$ cat src/hw/rtl/ulin_fifo.sv
// Small register FIFO used between front and back and on the result side.
// Depends on nothing but its parameters.
`timescale 1ns / 1ps
module ulin_fifo #(
  parameter int WIDTH = 8,
  parameter int DEPTH = 2
) (
  input  logic             clk,
  input  logic             rst_n,
  input  logic             push,
  input  logic [WIDTH-1:0] wdata,
  output logic             full,
  input  logic             pop,
  output logic [WIDTH-1:0] rdata,
  output logic             empty
);
  localparam int PW = (DEPTH > 1) ? $clog2(DEPTH) : 1;
  localparam int NW = $clog2(DEPTH + 1);
  localparam logic [PW-1:0] LAST = PW'(DEPTH - 1);

  logic [WIDTH-1:0] mem [DEPTH];
  logic [PW-1:0]    wr_r, rd_r;
  logic [NW-1:0]    cnt_r;
  logic             do_push, do_pop;

  assign full    = (cnt_r == NW'(DEPTH));
  assign empty   = (cnt_r == '0);
  assign do_push = push && !full;
  assign do_pop  = pop && !empty;
  assign rdata   = mem[rd_r];

  always_ff @(posedge clk) begin
    if (do_push) begin
      mem[wr_r] <= wdata;
    end
  end

  always_ff @(posedge clk) begin
    if (!rst_n) begin
      wr_r  <= '0;
      rd_r  <= '0;
      cnt_r <= '0;
    end else begin
      if (do_push) begin
        wr_r <= (wr_r == LAST) ? '0 : wr_r + 1'b1;
      end
      if (do_pop) begin
        rd_r <= (rd_r == LAST) ? '0 : rd_r + 1'b1;
      end
      if (do_push && !do_pop) begin
        cnt_r <= cnt_r + 1'b1;
      end else if (do_pop && !do_push) begin
        cnt_r <= cnt_r - 1'b1;
      end
    end
  end
endmodule

$ cat config.mk
export PLATFORM = sky130hd
export DESIGN_NAME = ulin_fifo
export DESIGN_NICKNAME = d
export VERILOG_FILES = /design/src/hw/rtl/ulin_fifo.sv
export SDC_FILE = /design/constraint.sdc
export NUM_CORES = 1
export LEC_CHECK = 0
export BUFFER_PORTS_ARGS = -buffer_cell sky130_fd_sc_hd__buf_2
export CORE_MARGIN = 1.5
export CORE_UTILIZATION = 52
export DETAILED_ROUTE_END_ITERATION = 10
export GPL_TIMING_DRIVEN = 0
export PLACE_DENSITY = 0.79
export SETUP_SLACK_MARGIN = 0.15
export SLEW_MARGIN = 20
export SYNTH_ARGS = -nofsm -noshare
export SYNTH_HDL_FRONTEND = slang
export SYNTH_SLANG_ARGS = --single-unit
$ cat constraint.sdc
create_clock -name clk -period 3.9 [get_ports clk]
set_input_delay 0.78 -clock clk [delete_from_list [all_inputs] [get_ports clk]]
set_output_delay 0.78 -clock clk [all_outputs]
set_load 0.1 [all_outputs]
==> summary.md <==
| Metric | Value |
|---|---|
| Top cell type by total area after synthesis | `edfxtp_1` |
| Std-Cell Rows | `14` |
| Number of global-route vias before repair | `487` |
| Yosys warnings | `0` |
| Wire length per cell | `13.4 µm` |
| Starting density of the core | `54.4%` |
| Max Cap Violations | `0` |
| Vias/cell | `5.10` |
| Clock buffer depth | `2` |
| CTS tree | `done` |
| Worst-Margin Slew | `0.696 ns` |
| R2R setup slack | `2.29 ns` |
| Max_slew headroom | `53.3%` |
| Yosys top cell area share | `59.4%` |
| Largest net degree at the start of global routing | `13` |
| Residual DRC | `0` |
| CTS Buf Count | `3` |
| Placed Area | `935 µm²` |
| Data required, critical path | `about 3.1 ns` |
| Setup Fix Bufs, Post-CTS | `0` |
| Hold depth | `2` |
| Core box area | `1490 µm²` |
| DRT iter0 DRCs | `7` |
| Metal3 WL | `47 µm` |
| Total Routing Usage GR | `15.6%` |
| Avg Synthesized Cell Area | `16.2 µm²` |
| Netlist cell types | `20` |
| I/O pin count | `22` |
| Die X | `42.5 µm` |
| Die Span Y | `42.5 µm` |
| FF-to-FF path depth | `6` |
| Max Freq | `0.444 GHz` |
| Worst min-delay path endpoint | `cnt_r[1]$_SDFFE_PN0P_` |
| Status | `completed` |
| Worst setup EP type | `primary output` |
| Worst r2r dst | `cnt_r[1]$_SDFFE_PN0P_` |
| Area grow syn2layout | `18.9%` |
| Final Util | `64.6%` |
| Net Count, Synth | `63` |
| Post-cts sizing count | `0` |
| Mapped cell area | `810 µm²` |
| Cells after Synth | `50` |
| Vias | `464` |
| Max H-tree Level | `1` |
| Synth area leaders | `edfxtp_1 (59%), dfxtp_1 (12%), mux2_2 (11%)` |
| GRT overflow | `0` |
| Routability cong. | `approximately 0.64` |
| Reg2Reg Launch Point | `cnt_r[0]$_SDFFE_PN0P_` |
| Clock root buffer | `clkbuf_4` |
| Min-delay src | `cnt_r[1]$_SDFFE_PN0P_` |
| Routed metal-1 wirelength | `544 µm` |
| Crit share post-route | `57.8%` |
| Min-delay worst type | `reg -> reg` |
| Crit path arrival time | `1.47 ns` |
| Ant diodes | `0` |
| Slew Limit Fails | `0` |
| Max Used Layer | `met4` |
| Clock Pin Slew Worst Setup and Hold Paths | `between 0.1 and 0.15 ns` |
| Share of layout cells above drive strength 1 | `48.0%` |
| Nets | `89` |
| IO Port Bufs | `21` |
| Clk_lat worst skew | `0.30 ns` |
| Worst clock skew | `between 0.007 and 0.008 ns` |
| Sink Count | `21` |
| WS Path Type | `reg -> out` |
| Post-layout min period | `2.25 ns` |
| Seq cells post-synth | `21` |
| Seq/Total Area, Yosys | `a little over 70%` |
| Design area | `962 µm²` |
| Met2 wire length | `621 µm` |
| Setup Viol. Count Final | `0` |
| Unrepaired setup endpoints after global routing | `no` |
| CP startpoint kind | `register` |
| Drt pass-1 iters | `4` |
| Total wire length | `1.22 mm` |
| CP Max Fanout | `8` |
| Antenna viol nets, final | `0` |
| Fin. Hold Viols | `0` |
| Cts hold-fix bufs | `0` |
| Full die area | `1800 µm²` |
| First-pass GRT wire length | `1.99 mm` |
| Setup_tns | `0 ns` |
| Initial antenna violation count | `0` |
| DP HPWL | `around 850 µm` |
[per-stage QoR]
| step | hold slack, ns | std cells | setup slack, ns |
|---|---|---|---|
| 5_1_grt | 0.601 | 91 | 1.58 |
| 2_1_floorplan | 0.483 | 50 | 1.53 |
| 4_1_cts | 0.545 | 91 | 1.63 |
| 6_report | 0.550 | 91 | 1.65 |
| 3_5_place_dp | 0.525 | 87 | 1.97 |
| 3_3_place_gp | 0.502 | 87 | 1.98 |
[cell usage after synthesis (all sizes together)]
cell type	instances
edfxtp	16
o21a	1
ha	1
mux2	8
a21boi	2
or3	1
buf	1
o21ai	2
nor2	2
nor3	1
inv	2
dfxtp	5
xnor2	2
xor2	1
nand2b	1
and2	3
and3	1
[critical path: stages (launching register included)]
cell	delay, ns
dfxtp_1	0.32
buf_2	0.21
mux2_2	0.36
buf_2	0.29
[worst max-delay path by stage]
stage                           to  depth (start not counted)                   from  slack [ns]
final                     rdata[4]                          3               register        1.65
after global routing      rdata[3]                          3               register        1.58
after CTS                 rdata[4]                          3               register        1.63
after detailed placement  rdata[4]                          3               register        1.97
after global placement    rdata[7]                          3               register        1.98
after floorplan              empty                          1  cnt_r[0]$_SDFFE_PN0P_        1.53
[area by class of cell]
cell class,instances,area [µm²]
multi-input combinational,26,216
timing repair buffer,21,105
clock inverter,1,5.00
inverter,2,7.51
tap,16,20.0
fill,106,527
sequential,21,581
buffer,1,5.00
clock buffer,3,22.5
[placed cells by master, fill, tap and decap left out]
| cell | n |
|---|---|
| a21boi_0 | 1 |
| a21boi_1 | 1 |
| and2_1 | 3 |
| and3_1 | 1 |
| buf_2 | 22 |
| clkbuf_4 | 3 |
| clkinv_2 | 1 |
| dfxtp_1 | 5 |
| edfxtp_1 | 16 |
| ha_1 | 1 |
| inv_1 | 1 |
| inv_2 | 1 |
| mux2_2 | 8 |
| nand2b_1 | 1 |
| nor2_1 | 2 |
| nor3_2 | 1 |
| o21a_1 | 1 |
| o21ai_0 | 1 |
| o21ai_1 | 1 |
| or3_1 | 1 |
| xnor2_1 | 2 |
| xor2_1 | 1 |
[registers in the layout, indices dropped and copies added (netlist names), named ones only]
register / count
wr_r: 1
rd_r: 1
cnt_r: 2
mem: 16
[per-layer routing]
| metal | global-route usage (%) | vias to the layer above |
|---|---|---|
| li1 | - | 232 |
| met1 | 17.9 | 219 |
| met2 | 25.2 | 11 |
| met3 | 3.02 | 2 |
| met4 | 12.5 | 0 |
| met5 | 0 | - |
[cell families (layout without fill, tap and decap cells)]
group | after synthesis | after routing | share of synthesized area (%)
AOI/OAI and AO/OA | 5 | 5 | 4.02
xor gates and xnor gates | 3 | 3 | 3.25
adders and majority gates | 1 | 1 | 1.55
buffers and inverters | 3 | 28 | 1.54
DFF | 21 | 21 | 71.7
muxes | 8 | 8 | 11.1
and+or+nand+nor | 9 | 9 | 6.80
Power is left out: the tool's default activity adds up to more than one toggle a clock period on the data nets, which glitch-free logic cannot reach.
