**src/hw/rtl/ulin_pkg.sv**
```systemverilog
// Shared types, widths and constants for the unicycle linearization core.
// No dependencies; imported by front, back, top level and testbench.
`timescale 1ns / 1ps
package ulin_pkg;

  localparam int CORDIC_STEPS_DEF = 16;
  localparam int CORDIC_STEPS_MAX = 24;

  localparam int B_W     = 18;
  localparam int RECIP_W = 23;
  localparam int GAIN_W  = 21;
  localparam int CFG_DW  = 23;
  localparam int HEAD_W  = 19;
  localparam int CW      = 34;   // CORDIC datapath and angle width (Q30)
  localparam int SC_W    = 18;   // sin/cos in Q16, range +-65536

  localparam logic signed [HEAD_W:0] PI_Q16      = 20'sd205887;
  localparam logic signed [HEAD_W:0] HALF_PI_Q16 = 20'sd102944;
  localparam logic signed [CW-1:0]   GAIN_Q30    = 34'sd652032874;

  localparam logic [31:0] ATAN_Q30 [CORDIC_STEPS_MAX] = '{
    32'd843314857, 32'd497837829, 32'd263043837, 32'd133525159, 32'd67021687,
    32'd33543516,  32'd16775851,  32'd8388437,   32'd4194283,   32'd2097149,
    32'd1048576,   32'd524288,    32'd262144,    32'd131072,    32'd65536,
    32'd32768,     32'd16384,     32'd8192,      32'd4096,      32'd2048,
    32'd1024,      32'd512,       32'd256,       32'd128
  };

  typedef enum logic [1:0] {
    REG_OFFSET_DISTANCE   = 2'd0,
    REG_OFFSET_RECIPROCAL = 2'd1,
    REG_GAIN_X            = 2'd2,
    REG_GAIN_Y            = 2'd3
  } ulin_reg_t;

  // Item after classification: heading folded into +-pi/2, angle in Q30.
  typedef struct packed {
    logic signed [31:0]   pos_x;
    logic signed [31:0]   pos_y;
    logic signed [31:0]   target_x;
    logic signed [31:0]   target_y;
    logic signed [31:0]   feed_vx;
    logic signed [31:0]   feed_vy;
    logic signed [CW-1:0] angle;
    logic                 fold;
  } ulin_item_t;

  typedef struct packed {
    logic signed [31:0] forward_speed;
    logic signed [31:0] turn_rate;
    logic               saturated;
  } ulin_result_t;

endpackage

```
**src/hw/rtl/ulin_front.sv**
```systemverilog
// Front end: accepts items, folds the heading into +-pi/2 and scales it to Q30.
// Depends on ulin_pkg.
`timescale 1ns / 1ps
module ulin_front (
  input  logic                      clk,
  input  logic                      rst_n,
  input  logic                      in_push,
  output logic                      in_full,
  input  logic signed [31:0]        in_pos_x,
  input  logic signed [31:0]        in_pos_y,
  input  logic signed [18:0]        in_heading,
  input  logic signed [31:0]        in_target_x,
  input  logic signed [31:0]        in_target_y,
  input  logic signed [31:0]        in_feed_vx,
  input  logic signed [31:0]        in_feed_vy,
  input  logic                      dst_full,
  output logic                      dst_push,
  output ulin_pkg::ulin_item_t      dst_item
);
  import ulin_pkg::*;

  logic             valid_r;
  ulin_item_t       item_r, item_nxt;
  logic             take;
  logic signed [HEAD_W:0] h, hf;
  logic             fold;

  assign in_full  = valid_r && dst_full;
  assign take     = in_push && !in_full;
  assign dst_push = valid_r;
  assign dst_item = item_r;

  always_comb begin
    h    = (HEAD_W + 1)'(in_heading);
    hf   = h;
    fold = 1'b0;
    if (h > HALF_PI_Q16) begin
      hf   = h - PI_Q16;
      fold = 1'b1;
    end else if (h < -HALF_PI_Q16) begin
      hf   = h + PI_Q16;
      fold = 1'b1;
    end
    item_nxt.pos_x    = in_pos_x;
    item_nxt.pos_y    = in_pos_y;
    item_nxt.target_x = in_target_x;
    item_nxt.target_y = in_target_y;
    item_nxt.feed_vx  = in_feed_vx;
    item_nxt.feed_vy  = in_feed_vy;
    item_nxt.angle    = CW'(hf) <<< 14;
    item_nxt.fold     = fold;
  end

  always_ff @(posedge clk) begin
    if (take) begin
      item_r <= item_nxt;
    end
  end

  always_ff @(posedge clk) begin
    if (!rst_n) begin
      valid_r <= 1'b0;
    end else if (take) begin
      valid_r <= 1'b1;
    end else if (!dst_full) begin
      valid_r <= 1'b0;
    end
  end
endmodule

```
**config.mk**
```make
export PLATFORM = sky130hd
export DESIGN_NAME = ulin_front
export DESIGN_NICKNAME = d
export VERILOG_FILES = /design/src/hw/rtl/ulin_pkg.sv /design/src/hw/rtl/ulin_front.sv
export SDC_FILE = /design/constraint.sdc
export NUM_CORES = 1
export LEC_CHECK = 0
export BUFFER_PORTS_ARGS = -buffer_cell sky130_fd_sc_hd__buf_2
export CORE_AREA = 2 2 172 174
export CTS_BUF_LIST = sky130_fd_sc_hd__clkbuf_16
export DETAILED_ROUTE_END_ITERATION = 10
export DIE_AREA = 0 0 174 176
export GPL_TIMING_DRIVEN = 0
export HOLD_SLACK_MARGIN = 0.15
export PLACE_DENSITY_LB_ADDON = 0.15
export SYNTH_ARGS = -nofsm -noshare
export SYNTH_HDL_FRONTEND = slang
export SYNTH_SLANG_ARGS = --single-unit
```
**constraint.sdc**
```tcl
create_clock -name clk -period 24.2 [get_ports clk]
set_clock_uncertainty 0.15 [all_clocks]
set_input_delay 2.42 -clock clk [delete_from_list [all_inputs] [get_ports clk]]
set_output_delay 2.42 -clock clk [all_outputs]
set_load 0.01 [all_outputs]
```
==> flow_summary.ini <==
[worst_setup_path]
reg2reg_setup_slack_ps = 22050
crit_path_top_delay_cell = and2_1
cpPeakStageDelay_ps = 190
cp_cell_sequence = buf_2, and2_1, buf_2
cp_common_cell = buf_2
cp_data_arrival_time_ps = 2850
cp-start-kind = input pin
crit_path_end_kind = primary output
crit_type = in -> out
cp.required_ps = 21630
critPathMaxFanout = 3

[sta]
final.setup.tns_ps = 0
max_slew_margin_pct = 45.7
timing.final.max_slew_violations = 0
period_share_pct = 22.4
rsz0062_at_grt = no
setup_viol = 0
worstMarginPinSlew_ps = 807
setup_ws_ps = 18780
hold_violations = 0
fin_crit_ps = 5420
fmax_ghz = 0.184

[clock_network]
cts_buffers = 26
clock_latency_ps = 520
cts_tree = yes
htreeDepth = 1
clock_path_buffers = 3
ctsResizeCount = 0
clkSinkCount = 214
postCtsHoldBufs = 0
postCtsSetupBuffers = 0
cts_root_buf = clkbuf_16
path_clk_slew_ps = 60

[detailed_routing]
wl_um = 22300
wl_per_cell_um = 18.1
drtIter0Drc = 251
viasPerCell = 3.98
drc_errors = 0
ant_nets = 0
drt-pass1-iter-count = 4
vias = 4923

[synth]
ys.flop_type = edfxtp_1
postSynthAreaPerCell_um2 = 20.5
synthArstFlopShare_pct = 0
ys_ff_latch = 214
synth_edf_count = 213
yosysSeqAreaShare_pct = 86.3
yosysWarnings = 0
syn-cell-area_um2 = 7430
synth_cell_types = 50
syn_inst = 363

[floorplan]
die_h_um = 176
io_pins = 444
dieArea_um2 = 30600
rows = 62
core_um2 = 28500
fp.dieW_um = 174
initial_utilization_pct = 26.0

[global_routing]
grt_usage_pct = 13.6
grt_pass1_wl_um = 31200
grt_pass1_vias = 4839
antenna_found_initial = 5
grt_max_degree = 34
gr-total-overflow = 0

[power_and_ir_drop]
power.density_nw_per_um2 = 80.2
ir_drop_v = 0.0000411
p_leak_nw = 4.66

[final_layout]
final_common_cell = buf_2
final_cell_mix = buf_2 (421), edfxtp_1 (213), clkbuf_16 (26)
nets = 1047
area_delta_synth_final_pct = 48.2
drive_above_1_share_pct = 58.1

[hold_path]
hp-class = reg -> reg

[placement]
hpwl_um = 17500
dp_slack_ps = 18780
gp_congestion = 0.754
port-buffer-count = 419

[run]
cap_viol_max_count = 0

[outcome]
run_status = completed
[synth_stat cells, drive strengths merged, types with 3 or more instances]
cell | number | area [um^2]
o22ai | 3 | 18.8
buf | 20 | 153
nor4 | 4 | 25.0
a21oi | 11 | 55.1
clkbuf | 7 | 27.5
and3 | 3 | 18.8
nor2 | 15 | 56.3
nand4 | 3 | 18.8
edfxtp | 213 | 6400
o31ai | 4 | 30.0
nand2 | 10 | 37.5
o21ai | 5 | 25.0
inv | 3 | 11.3
nor2b | 3 | 18.8
xor2 | 5 | 43.8
nor3 | 4 | 20.0
xnor2 | 13 | 114
a31oi | 5 | 46.3
[final timing paths]
kind / cells past startpoint / start / to
max: 3 / dst_full / in_full
min: 2 / dst_push / dst_push
max reg2reg: 4 / dst_push / dst_item[142]
min reg2reg: 2 / dst_push / dst_push
[worst max-delay path: cells and delay by family]
family	cells	cell delay, ps
simple gates	1	190
buf+inv	2	240
[power breakdown]
group	switching [mW]	internal (mW)	total [mW]
registers	0.00480	0.436	0.441
logic	0.0484	0.0373	0.0857
clock network	0.150	0.206	0.356
[metal layers]
metal  routed length (um)  share of wire (%)  track usage (%)
met5                   13              0.058                0
met2                11800                 53             25.5
met1                 7700                 34             14.2
met4                  594                2.7             3.82
met3                 2210                9.9             5.30
[state kept, by name (all words and copies together), names as in the netlist]
signal,count
dst_item,213
dst_push,1
[metrics by stage]
| stage | instance area (um^2) | util, % | hold slack, ps | power [mW] | std cells |
|---|---|---|---|---|---|
| 3_5_place_dp | 10200 | 35.8 | 512 | 0.536 | 1186 |
| 2_1_floorplan | 7480 | - | 562 | 0.492 | 376 |
| 3_3_place_gp | 10100 | 35.2 | 441 | 0.542 | 1179 |
| 5_1_grt | 11000 | 38.6 | 564 | 0.919 | 1234 |
| 4_1_cts | 11000 | 38.5 | 525 | 0.898 | 1232 |
| 6_report | 11000 | 38.6 | 528 | 0.883 | 1236 |
[logic make-up after synthesis]
family | count (synthesis) | synth area share (%)
flops | 214 | 86.3
simple gates | 51 | 3.69
buf+inv | 30 | 2.58
xor+xnor | 18 | 2.12
mux | 2 | 0.269
fa+ha+maj | 2 | 0.337
other cells | 1 | 0.0505
compound gates | 45 | 4.61
[cell type report]
type                            count  area, um^2
Fill cell                        2806       17500
Inverter                            3        11.3
Clock buffer                       26         651
Clock inverter                     20         138
Buffer                             27         180
Antenna cell                        4        10.0
Multi-Input combinational cell    132         880
Timing Repair Buffer              426        2240
Sequential cell                   214        6420
Tap cell                          384         480
(Power assumes the default switching activity.)
